$ cat src/hdl/spt_pkg.sv
// spt_pkg: shared types and constants for the sedentary presence tracker.
// No dependencies; used by every other file of the block.
`timescale 1ns / 1ps

package spt_pkg;

	localparam int CODE_W   = 8;
	localparam int TIME_W   = 32;
	localparam int PHASE_W  = 2;
	localparam int LEVEL_W  = 2;
	localparam int SEC_W    = 23;
	localparam int CFG_IDX_W = 2;

	localparam logic [TIME_W-1:0] GAP_LIMIT_MS = 32'd2000;
	localparam logic [TIME_W-1:0] GAP_SUBST_MS = 32'd100;
	localparam logic [TIME_W-1:0] TIME_MAX     = {TIME_W{1'b1}};

	localparam logic [CODE_W-1:0] CODE_NONE   = 8'h00;
	localparam logic [CODE_W-1:0] CODE_MOVING = 8'h01;
	localparam logic [CODE_W-1:0] CODE_STILL  = 8'h02;
	localparam logic [CODE_W-1:0] CODE_BOTH   = 8'h03;

	localparam logic [PHASE_W-1:0] PH_IDLE    = 2'd0;
	localparam logic [PHASE_W-1:0] PH_SITTING = 2'd1;
	localparam logic [PHASE_W-1:0] PH_LIGHT   = 2'd2;
	localparam logic [PHASE_W-1:0] PH_HEAVY   = 2'd3;

	localparam logic [LEVEL_W-1:0] LVL_NONE  = 2'd0;
	localparam logic [LEVEL_W-1:0] LVL_LIGHT = 2'd1;
	localparam logic [LEVEL_W-1:0] LVL_HEAVY = 2'd2;

	localparam logic [CFG_IDX_W-1:0] REG_LIGHT  = 2'd0;
	localparam logic [CFG_IDX_W-1:0] REG_HEAVY  = 2'd1;
	localparam logic [CFG_IDX_W-1:0] REG_MOTION = 2'd2;

	localparam logic [TIME_W-1:0] LIGHT_RESET  = 32'd2700000;
	localparam logic [TIME_W-1:0] HEAVY_RESET  = 32'd4500000;
	localparam logic [TIME_W-1:0] MOTION_RESET = 32'd30000;

	// x / 1000 == (x * SEC_RECIP) >> SEC_SHIFT for all 32-bit x
	localparam int RECIP_W   = 29;
	localparam int PROD_W    = TIME_W + RECIP_W;
	localparam int SEC_SHIFT = 38;
	localparam logic [RECIP_W-1:0] SEC_RECIP = 29'd274877907;

	typedef struct packed {
		logic [TIME_W-1:0] light_ms;
		logic [TIME_W-1:0] heavy_ms;
		logic [TIME_W-1:0] motion_ms;
	} spt_cfg_t;

	typedef struct packed {
		logic [PHASE_W-1:0] phase;
		logic [LEVEL_W-1:0] alert_level;
		logic               alert_new;
		logic [TIME_W-1:0]  still_ms;
	} spt_res_t;

endpackage

$ cat src/hdl/spt_ifs.sv
// spt_ifs: valid/ready channel interfaces for sensor input, results and config.
// Depends on spt_pkg.
`timescale 1ns / 1ps

interface spt_in_if;
	logic                       valid;
	logic                       ready;
	logic [spt_pkg::CODE_W-1:0] presence_code;
	logic [spt_pkg::TIME_W-1:0] now_ms;
	modport source (output valid, presence_code, now_ms, input ready);
	modport sink (input valid, presence_code, now_ms, output ready);
endinterface

interface spt_out_if;
	logic                        valid;
	logic                        ready;
	logic [spt_pkg::PHASE_W-1:0] phase;
	logic [spt_pkg::LEVEL_W-1:0] alert_level;
	logic                        alert_new;
	logic [spt_pkg::SEC_W-1:0]   seated_seconds;
	modport source (output valid, phase, alert_level, alert_new, seated_seconds, input ready);
	modport sink (input valid, phase, alert_level, alert_new, seated_seconds, output ready);
endinterface

interface spt_cfg_if;
	logic                          valid;
	logic                          ready;
	logic [spt_pkg::CFG_IDX_W-1:0] index;
	logic [spt_pkg::TIME_W-1:0]    data;
	modport source (output valid, index, data, input ready);
	modport sink (input valid, index, data, output ready);
endinterface

$ cat src/hdl/spt_core.sv
// spt_core: tracker state and the per-transaction update of phase and accumulators.
// Depends on spt_pkg.
`timescale 1ns / 1ps

module spt_core (
	input  logic                       clk,
	input  logic                       arst_n,
	input  logic                       step,
	input  logic [spt_pkg::CODE_W-1:0] code,
	input  logic [spt_pkg::TIME_W-1:0] now,
	input  spt_pkg::spt_cfg_t          cfg,
	output spt_pkg::spt_res_t          res
);

	logic [spt_pkg::TIME_W-1:0]  last_q;
	logic [spt_pkg::PHASE_W-1:0] phase_q;
	logic [spt_pkg::TIME_W-1:0]  still_q;
	logic [spt_pkg::TIME_W-1:0]  motion_q;
	logic [spt_pkg::LEVEL_W-1:0] grade_q;

	logic [spt_pkg::TIME_W-1:0]  diff;
	logic [spt_pkg::TIME_W-1:0]  gap;
	logic [spt_pkg::TIME_W:0]    still_sum;
	logic [spt_pkg::TIME_W:0]    motion_sum;
	logic [spt_pkg::TIME_W-1:0]  still_sat;
	logic [spt_pkg::TIME_W-1:0]  motion_sat;
	logic [spt_pkg::PHASE_W-1:0] phase_d;
	logic [spt_pkg::TIME_W-1:0]  still_d;
	logic [spt_pkg::TIME_W-1:0]  motion_d;
	logic [spt_pkg::LEVEL_W-1:0] grade_d;
	logic                        fresh;

	assign diff       = now - last_q;
	assign gap        = (diff > spt_pkg::GAP_LIMIT_MS) ? spt_pkg::GAP_SUBST_MS : diff;
	assign still_sum  = {1'b0, still_q} + {1'b0, gap};
	assign motion_sum = {1'b0, motion_q} + {1'b0, gap};
	assign still_sat  = still_sum[spt_pkg::TIME_W] ? spt_pkg::TIME_MAX
		: still_sum[spt_pkg::TIME_W-1:0];
	assign motion_sat = motion_sum[spt_pkg::TIME_W] ? spt_pkg::TIME_MAX
		: motion_sum[spt_pkg::TIME_W-1:0];

	always_comb begin
		phase_d  = phase_q;
		still_d  = still_q;
		motion_d = motion_q;
		grade_d  = grade_q;
		fresh    = 1'b0;
		case (code)
			spt_pkg::CODE_NONE: begin
				still_d  = '0;
				motion_d = '0;
				phase_d  = spt_pkg::PH_IDLE;
			end
			spt_pkg::CODE_STILL: begin
				still_d  = still_sat;
				motion_d = '0;
				if (phase_q != spt_pkg::PH_HEAVY && still_sat >= cfg.heavy_ms) begin
					phase_d = spt_pkg::PH_HEAVY;
					grade_d = spt_pkg::LVL_HEAVY;
					fresh   = 1'b1;
				end else if ((phase_q == spt_pkg::PH_IDLE || phase_q == spt_pkg::PH_SITTING)
						&& still_sat >= cfg.light_ms) begin
					phase_d = spt_pkg::PH_LIGHT;
					grade_d = spt_pkg::LVL_LIGHT;
					fresh   = 1'b1;
				end else if (phase_q == spt_pkg::PH_IDLE) begin
					phase_d = spt_pkg::PH_SITTING;
				end
			end
			spt_pkg::CODE_MOVING, spt_pkg::CODE_BOTH: begin
				if (motion_sat >= cfg.motion_ms) begin
					still_d  = '0;
					motion_d = '0;
					phase_d  = spt_pkg::PH_IDLE;
				end else begin
					motion_d = motion_sat;
				end
			end
			default: begin
			end
		endcase
	end

	always_ff @(posedge clk or negedge arst_n) begin
		if (!arst_n) begin
			last_q   <= '0;
			phase_q  <= spt_pkg::PH_IDLE;
			still_q  <= '0;
			motion_q <= '0;
			grade_q  <= spt_pkg::LVL_NONE;
		end else if (step) begin
			last_q   <= now;
			phase_q  <= phase_d;
			still_q  <= still_d;
			motion_q <= motion_d;
			grade_q  <= grade_d;
		end
	end

	assign res.phase       = phase_d;
	assign res.alert_level = grade_d;
	assign res.alert_new   = fresh;
	assign res.still_ms    = still_d;

endmodule

$ cat src/hdl/sedentary_presence_tracker.sv
// sedentary_presence_tracker: top level with input register, state update,
// seconds conversion and output register. Depends on spt_pkg, spt_ifs, spt_core.
//
// Usage:
//   sensor : one transaction per radar report (presence_code, now_ms).
//   result : one transaction per report, in order (phase, alert_level,
//            alert_new, seated_seconds).
//   cfg    : register writes, index 0 light, 1 heavy, 2 motion reset time;
//            index 3 is ignored. Always ready; write only while idle.
// Pipeline: three register stages in all (input register, state update
//   register, divide-by-1000 multiply into the output register).
// Throughput: one report per cycle while the output is not stalled, set by
//   the state update loop in spt_core.
// Reset: arst_n clears pipeline valids, tracker state (idle, empty
//   accumulators, no warning) and restores the default thresholds.
// Stall: while result.ready is low the output holds; the three stages fill
//   and sensor.ready drops once all are occupied. No transaction is lost.
`timescale 1ns / 1ps

module sedentary_presence_tracker (
	input logic          clk,
	input logic          arst_n,
	spt_in_if.sink       sensor,
	spt_out_if.source    result,
	spt_cfg_if.sink      cfg
);

	spt_pkg::spt_cfg_t cfg_q;

	logic                       v_s1;
	logic [spt_pkg::CODE_W-1:0] code_s1;
	logic [spt_pkg::TIME_W-1:0] now_s1;

	logic              v_s2;
	spt_pkg::spt_res_t res_s2;
	spt_pkg::spt_res_t res_d;

	logic                        v_s3;
	logic [spt_pkg::PHASE_W-1:0] phase_s3;
	logic [spt_pkg::LEVEL_W-1:0] level_s3;
	logic                        new_s3;
	logic [spt_pkg::SEC_W-1:0]   sec_s3;

	logic                        rdy1;
	logic                        rdy2;
	logic                        rdy3;
	logic                        step;
	logic [spt_pkg::PROD_W-1:0]  prod;

	assign cfg.ready = 1'b1;

	always_ff @(posedge clk or negedge arst_n) begin
		if (!arst_n) begin
			cfg_q.light_ms  <= spt_pkg::LIGHT_RESET;
			cfg_q.heavy_ms  <= spt_pkg::HEAVY_RESET;
			cfg_q.motion_ms <= spt_pkg::MOTION_RESET;
		end else if (cfg.valid) begin
			case (cfg.index)
				spt_pkg::REG_LIGHT:  cfg_q.light_ms  <= cfg.data;
				spt_pkg::REG_HEAVY:  cfg_q.heavy_ms  <= cfg.data;
				spt_pkg::REG_MOTION: cfg_q.motion_ms <= cfg.data;
				default: begin
				end
			endcase
		end
	end

	assign rdy3         = !v_s3 || result.ready;
	assign rdy2         = !v_s2 || rdy3;
	assign rdy1         = !v_s1 || rdy2;
	assign sensor.ready = rdy1;
	assign step         = v_s1 && rdy2;

	always_ff @(posedge clk or negedge arst_n) begin
		if (!arst_n) begin
			v_s1 <= 1'b0;
			v_s2 <= 1'b0;
			v_s3 <= 1'b0;
		end else begin
			if (rdy1) v_s1 <= sensor.valid;
			if (rdy2) v_s2 <= v_s1;
			if (rdy3) v_s3 <= v_s2;
		end
	end

	always_ff @(posedge clk) begin
		if (rdy1 && sensor.valid) begin
			code_s1 <= sensor.presence_code;
			now_s1  <= sensor.now_ms;
		end
		if (step) res_s2 <= res_d;
		if (rdy3 && v_s2) begin
			phase_s3 <= res_s2.phase;
			level_s3 <= res_s2.alert_level;
			new_s3   <= res_s2.alert_new;
			sec_s3   <= prod[spt_pkg::SEC_SHIFT +: spt_pkg::SEC_W];
		end
	end

	spt_core u_core (
		.clk    (clk),
		.arst_n (arst_n),
		.step   (step),
		.code   (code_s1),
		.now    (now_s1),
		.cfg    (cfg_q),
		.res    (res_d)
	);

	assign prod = {{spt_pkg::RECIP_W{1'b0}}, res_s2.still_ms}
		* {{spt_pkg::TIME_W{1'b0}}, spt_pkg::SEC_RECIP};

	assign result.valid          = v_s3;
	assign result.phase          = phase_s3;
	assign result.alert_level    = level_s3;
	assign result.alert_new      = new_s3;
	assign result.seated_seconds = sec_s3;

endmodule

$ cat src/flat_wrapper.sv
// flat-port wrapper written by rule: the top's interface ports become plain ports
module sedentary_presence_tracker_flat 
  (clk, arst_n, sensor_valid, sensor_presence_code, sensor_now_ms, sensor_ready, result_valid, result_phase, result_alert_level, result_alert_new, result_seated_seconds, result_ready, cfg_valid, cfg_index, cfg_data, cfg_ready);
  spt_in_if sensor_i ();
  spt_out_if result_i ();
  spt_cfg_if cfg_i ();
  input logic clk;
  input logic arst_n;
  input wire logic [$bits(sensor_i.valid)-1:0] sensor_valid;
  input wire logic [$bits(sensor_i.presence_code)-1:0] sensor_presence_code;
  input wire logic [$bits(sensor_i.now_ms)-1:0] sensor_now_ms;
  output wire logic [$bits(sensor_i.ready)-1:0] sensor_ready;
  output wire logic [$bits(result_i.valid)-1:0] result_valid;
  output wire logic [$bits(result_i.phase)-1:0] result_phase;
  output wire logic [$bits(result_i.alert_level)-1:0] result_alert_level;
  output wire logic [$bits(result_i.alert_new)-1:0] result_alert_new;
  output wire logic [$bits(result_i.seated_seconds)-1:0] result_seated_seconds;
  input wire logic [$bits(result_i.ready)-1:0] result_ready;
  input wire logic [$bits(cfg_i.valid)-1:0] cfg_valid;
  input wire logic [$bits(cfg_i.index)-1:0] cfg_index;
  input wire logic [$bits(cfg_i.data)-1:0] cfg_data;
  output wire logic [$bits(cfg_i.ready)-1:0] cfg_ready;
  assign sensor_i.valid = sensor_valid;
  assign sensor_i.presence_code = sensor_presence_code;
  assign sensor_i.now_ms = sensor_now_ms;
  assign sensor_ready = sensor_i.ready;
  assign result_valid = result_i.valid;
  assign result_phase = result_i.phase;
  assign result_alert_level = result_i.alert_level;
  assign result_alert_new = result_i.alert_new;
  assign result_seated_seconds = result_i.seated_seconds;
  assign result_i.ready = result_ready;
  assign cfg_i.valid = cfg_valid;
  assign cfg_i.index = cfg_index;
  assign cfg_i.data = cfg_data;
  assign cfg_ready = cfg_i.ready;
  sedentary_presence_tracker u_core (.clk(clk), .arst_n(arst_n), .sensor(sensor_i), .result(result_i), .cfg(cfg_i));
endmodule
$ cat config.mk
export PLATFORM = sky130hd
export DESIGN_NAME = sedentary_presence_tracker_flat
export DESIGN_NICKNAME = d
export VERILOG_FILES = /design/src/hdl/spt_pkg.sv /design/src/hdl/spt_ifs.sv /design/src/hdl/spt_core.sv /design/src/hdl/sedentary_presence_tracker.sv /design/src/flat_wrapper.sv
export SDC_FILE = /design/constraint.sdc
export NUM_CORES = 2
export LEC_CHECK = 0
export BUFFER_PORTS_ARGS = -buffer_cell sky130_fd_sc_hd__buf_2
export CAP_MARGIN = 20
export CORE_MARGIN = 2
export CORE_UTILIZATION = 50
export CTS_CLUSTER_DIAMETER = 200
export CTS_CLUSTER_SIZE = 20
export DETAILED_ROUTE_END_ITERATION = 10
export PLACE_DENSITY = 0.66
export REMOVE_ABC_BUFFERS = 1
export SETUP_SLACK_MARGIN = 0.05
export SLEW_MARGIN = 20
export SYNTH_ARGS = -nofsm -noshare
export SYNTH_HDL_FRONTEND = slang
export SYNTH_SLANG_ARGS = --single-unit
$ cat constraint.sdc
create_clock -name clk -period 16.3 [get_ports clk]
set_input_delay 1.63 -clock clk [delete_from_list [all_inputs] [get_ports clk]]
set_output_delay 1.63 -clock clk [all_outputs]
set_load 0.05 [all_outputs]
After elaboration in Yosys (flattened, before gate mapping)
Index checks and enable logic that the tools add are counted.
{"block": "classes", "add_sub_neg": 3, "muxes": 17, "n_reduce_logical": 22, "n_mul": 1, "eq_ne": 7, "n_lt_le_gt_ge": 4}
{"cell": "two-way mux 32 bit", "n": 5}
{"cell": ">= comparator 32 bit", "n": 3}
{"cell": "case mux 32 bit (3 select lines)", "n": 1}
{"cell": "adder 32 x 32 -> 33 bit", "n": 2}
{"cell": "case mux 32 bit (2 select lines)", "n": 1}
{"cell": "multiplier 32 x 29 -> 61 bit, second input constant", "n": 1}
{"cell": "greater-than comparator 32 x 11 -> 1 bit, second input constant", "n": 1}
{"cell": "subtractor 32 bit", "n": 1}
{"cell": "== test 8 x 2 -> 1 bit, second input constant", "n": 2}
{"cell": "two-way mux 2 bit", "n": 7}
{"cell": "== test 8 x 1 -> 1 bit, second input constant", "n": 1}
{"cell": "logical NOT 8 bit", "n": 1}
{"cell": "AND reduction 2 bit", "n": 4}
{"cell": "case mux 2 bit (3 select lines)", "n": 1}
{"cell": "logical AND 1 bit", "n": 5}
{"cell": "== test 2 x 1 -> 1 bit, second input constant", "n": 2}
{"cell": "logical NOT 2 bit", "n": 2}
{"cell": "logical OR 1 bit", "n": 4}
{"cell": "OR reduction 2 bit", "n": 2}
{"cell": "logical NOT 1 bit", "n": 3}
{"cell": "== test 2 bit, second input constant", "n": 1}
{"cell": "two-way mux 1 bit", "n": 2}
{"cell": "inequality test 2 bit, second input constant", "n": 1}
{"cell": "nonzero test 2 bit", "n": 1}
{"block": "totals", "output_inout_bits": 31, "elab_cells": 75, "in_bits": 79, "reg_bits": 304}

Longest topological paths before layout
{"block": "depth", "word_depth": 10, "depth_mapped": 39, "mapped_depth_nobuf": 36}

Hierarchy
A second synthesis with hierarchy kept.
{"block": "unflattened", "hier_cells": 3497, "hier_area_um2": 34097.7}
{"module": "sedentary_presence_tracker", "cells_each": 1883, "n_inst": 1, "area_each_um2": 21868.5}
{"module": "spt_core", "cells_each": 1614, "n_inst": 1, "area_each_um2": 12229.2}

Worst setup path before layout
Ideal clock, no wire load.
{"block": "synth_path", "path_kind": "flip-flop to flip-flop", "from": "reg u_core.now_s1[12] (netlist name)", "to": "reg u_core.res_s2[36] (netlist name), data pin", "path_slack_ns": 8.017, "stages_incl_launch_ff": 37, "arrival_ns": 8.022, "path_cell_list": "edfxtp_1 ha_1 buf_6 a21o_1 nand2b_4 xnor2_2 o2111ai_1 nor4_1 o2111ai_1 or4_1 nor4_1 o2111ai_1 buf_2 nor4_1 fa_1 a21o_1 a21oi_1 o31ai_1 o2111ai_1 a211oi_1 nor3_1 o31ai_1 a21o_1 clkbuf_1 nor2_1 inv_1 ha_1 a21o_1 a21o_1 a21o_1 a21o_1 a211oi_1 o21ai_0 a221o_1 o21ai_0 nand3_1 a221o_1"}
{"element": "from (decl)", "line_no": "sedentary_presence_tracker.sv:32", "text": "logic [spt_pkg::TIME_W-1:0] now_s1;"}
{"element": "from (signal assigned)", "line_no": "sedentary_presence_tracker.sv:89", "text": "now_s1 <= sensor.now_ms;"}
{"element": "to (signal assigned)", "line_no": "sedentary_presence_tracker.sv:91", "text": "if (step) res_s2 <= res_d;"}
{"element": "to (decl)", "line_no": "sedentary_presence_tracker.sv:35", "text": "spt_pkg::spt_res_t res_s2;"}

Worst setup path after layout
{"block": "layout_path", "from": "reg u_core.now_s1[12] (netlist name)", "to": "reg u_core.u_core.motion_q[9] (netlist name)"}
{"block": "layout_between", "elab_chain_cells": 8}
{"element": "subtractor 32 bit (*)", "line_no": "spt_core.sv:33", "text": "assign diff = now - last_q;"}
{"element": "greater-than comparator 32 x 11 -> 1 bit", "line_no": "spt_core.sv:34", "text": "assign gap = (diff > spt_pkg::GAP_LIMIT_MS) ? spt_pkg::GAP_SUBST_MS : diff;"}
{"element": "two-way mux 32 bit (*)", "line_no": "spt_core.sv:34"}
{"element": "adder 32 x 32 -> 33 bit (*)", "line_no": "spt_core.sv:36", "text": "assign motion_sum = {1'b0, motion_q} + {1'b0, gap};"}
{"element": "two-way mux 32 bit (*)", "line_no": "spt_core.sv:39", "text": "assign motion_sat = motion_sum[spt_pkg::TIME_W] ? spt_pkg::TIME_MAX"}
{"element": ">= comparator 32 bit", "line_no": "spt_core.sv:71", "text": "if (motion_sat >= cfg.motion_ms) begin"}
{"element": "two-way mux 32 bit (*)", "line_no": "spt_core.sv:71"}
{"element": "case mux 32 bit (2 select lines) (*)", "line_no": "spt_core.sv:48", "text": "case (code)"}
{"element": "to (signal assigned)", "line_no": "spt_core.sv:95", "text": "motion_q <= motion_d;"}
{"element": "to (decl)", "line_no": "spt_core.sv:18", "text": "logic [spt_pkg::TIME_W-1:0] motion_q;"}
Mark *: on every way between the ends. The rest lies on a longest branch, timed or not.
A chain may end at the register's enable or synchronous reset.

==> flow_summary.ini <==
[outcome]
status = complete, no violations

[sta]
grt_setup_unrepaired = false
min_period_over_period = 0.6433
period_needed_ps = 10490
setup_tns_ps = 0
final-max-slew-violation-count = 0
slew_headroom = 0.3165
setup_viol = 0
max_freq_mhz = 95.36
hold_violations = 0
fin_skew_ps = 56.36
worst_pin_slew_ps = 1018

[worst_setup_path]
critPathMaxFanout = 29
crit_type = reg2reg
max_stage_delay_ps = 930
crit_arrival_ps = 10910
cp_data_required_time_ps = 16720
cp_slowest_cell = nor4_1
worstRegToRegCells = 32
end_kind = flop
start_kind = flop

[floorplanning]
die_w_um = 261.4
die_h_um = 261.4
coreArea_um2 = 65630
die_area_um2 = 68340
fp-row-count = 94
initial_core_util = 0.5049
io-pin-count = 110

[cts]
cts-buffers-inserted = 19
cts_max_level = 1
cts_root_buf = clkbuf_16
clockBufferDepth = 3
cts_hold_buf = 0
cts_tree = done
cts_resized = 0
cts_sinks = 304
clk_latency_ps = 570
clkTransAtPathRegs_ps = 90
post_cts_buffers = 0

[global_route]
first_global_vias = 23750
grt-ovfl-total = 0
grt_pass1_wl_mm = 125.5
grt_usage = 0.2322
grt_max_degree = 92
antenna_found_initial = 3

[final_layout]
final_common_cell = inv_1
area_growth_pct = 6.725
fill_cells = 5955
nNetsFinal = 4426
final_cell_mix = inv_1 (661), ha_1 (579), fa_1 (301)
drive_above_1_share = 0.07672

[detailed_routing]
wl_mm = 77.47
drt.antenna.violating_nets = 0
vias = 23460
drc_errors = 0
wl_per_cell_um = 17.83
vias_per_cell = 5.399
first_iter_violations = 1183
drtPass1Iterations = 5

[yosys]
avgSynthCellArea_um2 = 9.900
synth_top_area_cell = ha_1
synth_top_area_share = 0.2186
synth_enable_flop_cells = 105
seq_area_frac_synth = 0.2463
ys_warn_count = 0
async_flop_share = 0.6546
synth_ff_type = dfrtp_1
synth_area_um2 = 33130
ys_ff_latch = 304
yosysUniqueCellTypes = 72
yosys-top-cells-area = ha_1 (22%), fa_1 (18%), dfrtp_1 (13%)
syn_inst = 3347

[placement]
dp_hpwl_mm = 61.96
gp_congestion = 0.9283
port_buffers = 108

[hold_path]
whs_path_depth = 0
hp-class = reg2reg

[job]
cap_violations = 0
cells by family after synthesis:
group,synth area share
compound gates,0.1383
other cells,0.0002267
flops,0.2463
simple gates,0.08409
buf+inv,0.08383
mux,0.02458
fa+ha+maj,0.4005
xor+xnor,0.02217
critical path, delay by kind of cell (launching register included):
family / cells / cell delay (ps)
xor gates and xnor gates: 1 / 140
DFF: 1 / 390
AOI/OAI and AO/OA: 15 / 4230
buffers and inverters: 2 / 1110
and+or+nand+nor: 11 / 3570
adders and majority gates: 3 / 940
registers in the layout, summed over array words and instances (netlist names), 8 cells and up:
signal                        flops
u_core.cfg_q                     96
u_core.code_s1                    8
u_core.now_s1                    32
u_core.res_s2                    37
u_core.result.seated_seconds     23
u_core.u_core.last_q             32
u_core.u_core.motion_q           32
u_core.u_core.still_q            32
cells in the mapped netlist, types with 13 or more instances:
master	count
a211oi_1	15
a21o_1	119
a21oi_1	166
a22o_1	73
and3_1	17
clkbuf_1	64
dfrtp_1	176
dfstp_2	23
edfxtp_1	105
fa_1	301
ha_1	579
inv_1	663
mux2_2	67
nand2_1	204
nand2b_1	53
nand3_1	42
nand4_1	25
nor2_1	98
nor2b_1	25
nor3_1	26
nor4_1	18
o2111ai_1	13
o21a_1	20
o21ai_0	172
o21bai_1	24
or3_1	14
xnor2_1	54
xor2_1	28
routing by layer:
metal,share of wire,GRT usage,vias to the layer above
li1,-,-,11540
met1,0.46,0.3220,11420
met2,0.48,0.3914,403
met3,0.034,0.01887,99
met4,0.029,0.06455,2
met5,0.00017,0,-
final timing paths:
| kind | from | endpoint | slack, ps |
|---|---|---|---|
| worst max-delay path | u_core.now_s1[12] | u_core.u_core.motion_q[9] | 5810 |
| worst min-delay path | u_core.res_s2[33] | u_core.result.alert_level[0] | 430 |
| worst max register to register | u_core.now_s1[12] | u_core.u_core.motion_q[9] | 5810 |
| worst min register to register | u_core.res_s2[33] | u_core.result.alert_level[0] | 430 |
| max in group asynchronous | arst_n | u_core.cfg_q[44] | 13810 |
| min in group asynchronous | arst_n | u_core.cfg_q[48] | 1040 |
metrics by stage:
step | area (um2) | std cells | util | hold slack (ps) | worst slack [ps]
floorplan | 33000 | 3315 | - | 400.3 | 7717
global placement | 34810 | 4310 | 0.5304 | 408.9 | 6291
detailed placement | 34810 | 4310 | 0.5304 | 408.0 | 6063
CTS | 35360 | 4344 | 0.5388 | 432.5 | 6046
global route | 35360 | 4345 | 0.5388 | 444.5 | 4845
finish | 35360 | 4345 | 0.5388 | 429.6 | 5813
final cells by class:
class	instances	area [um2]	share of cell area
multi-input combinational	2348	22360	0.6322
sequential	304	8162	0.2308
inverter	663	2490	0.07041
tap	864	1081	0.03057
timing repair buffer	131	721.9	0.02042
clock buffer	31	520.5	0.01472
clock inverter	3	28.78	0.0008138
antenna	1	2.502	0.00007076
Power is left out: the tool's default activity adds up to more than one toggle a clock period on the data nets, which glitch-free logic cannot reach.
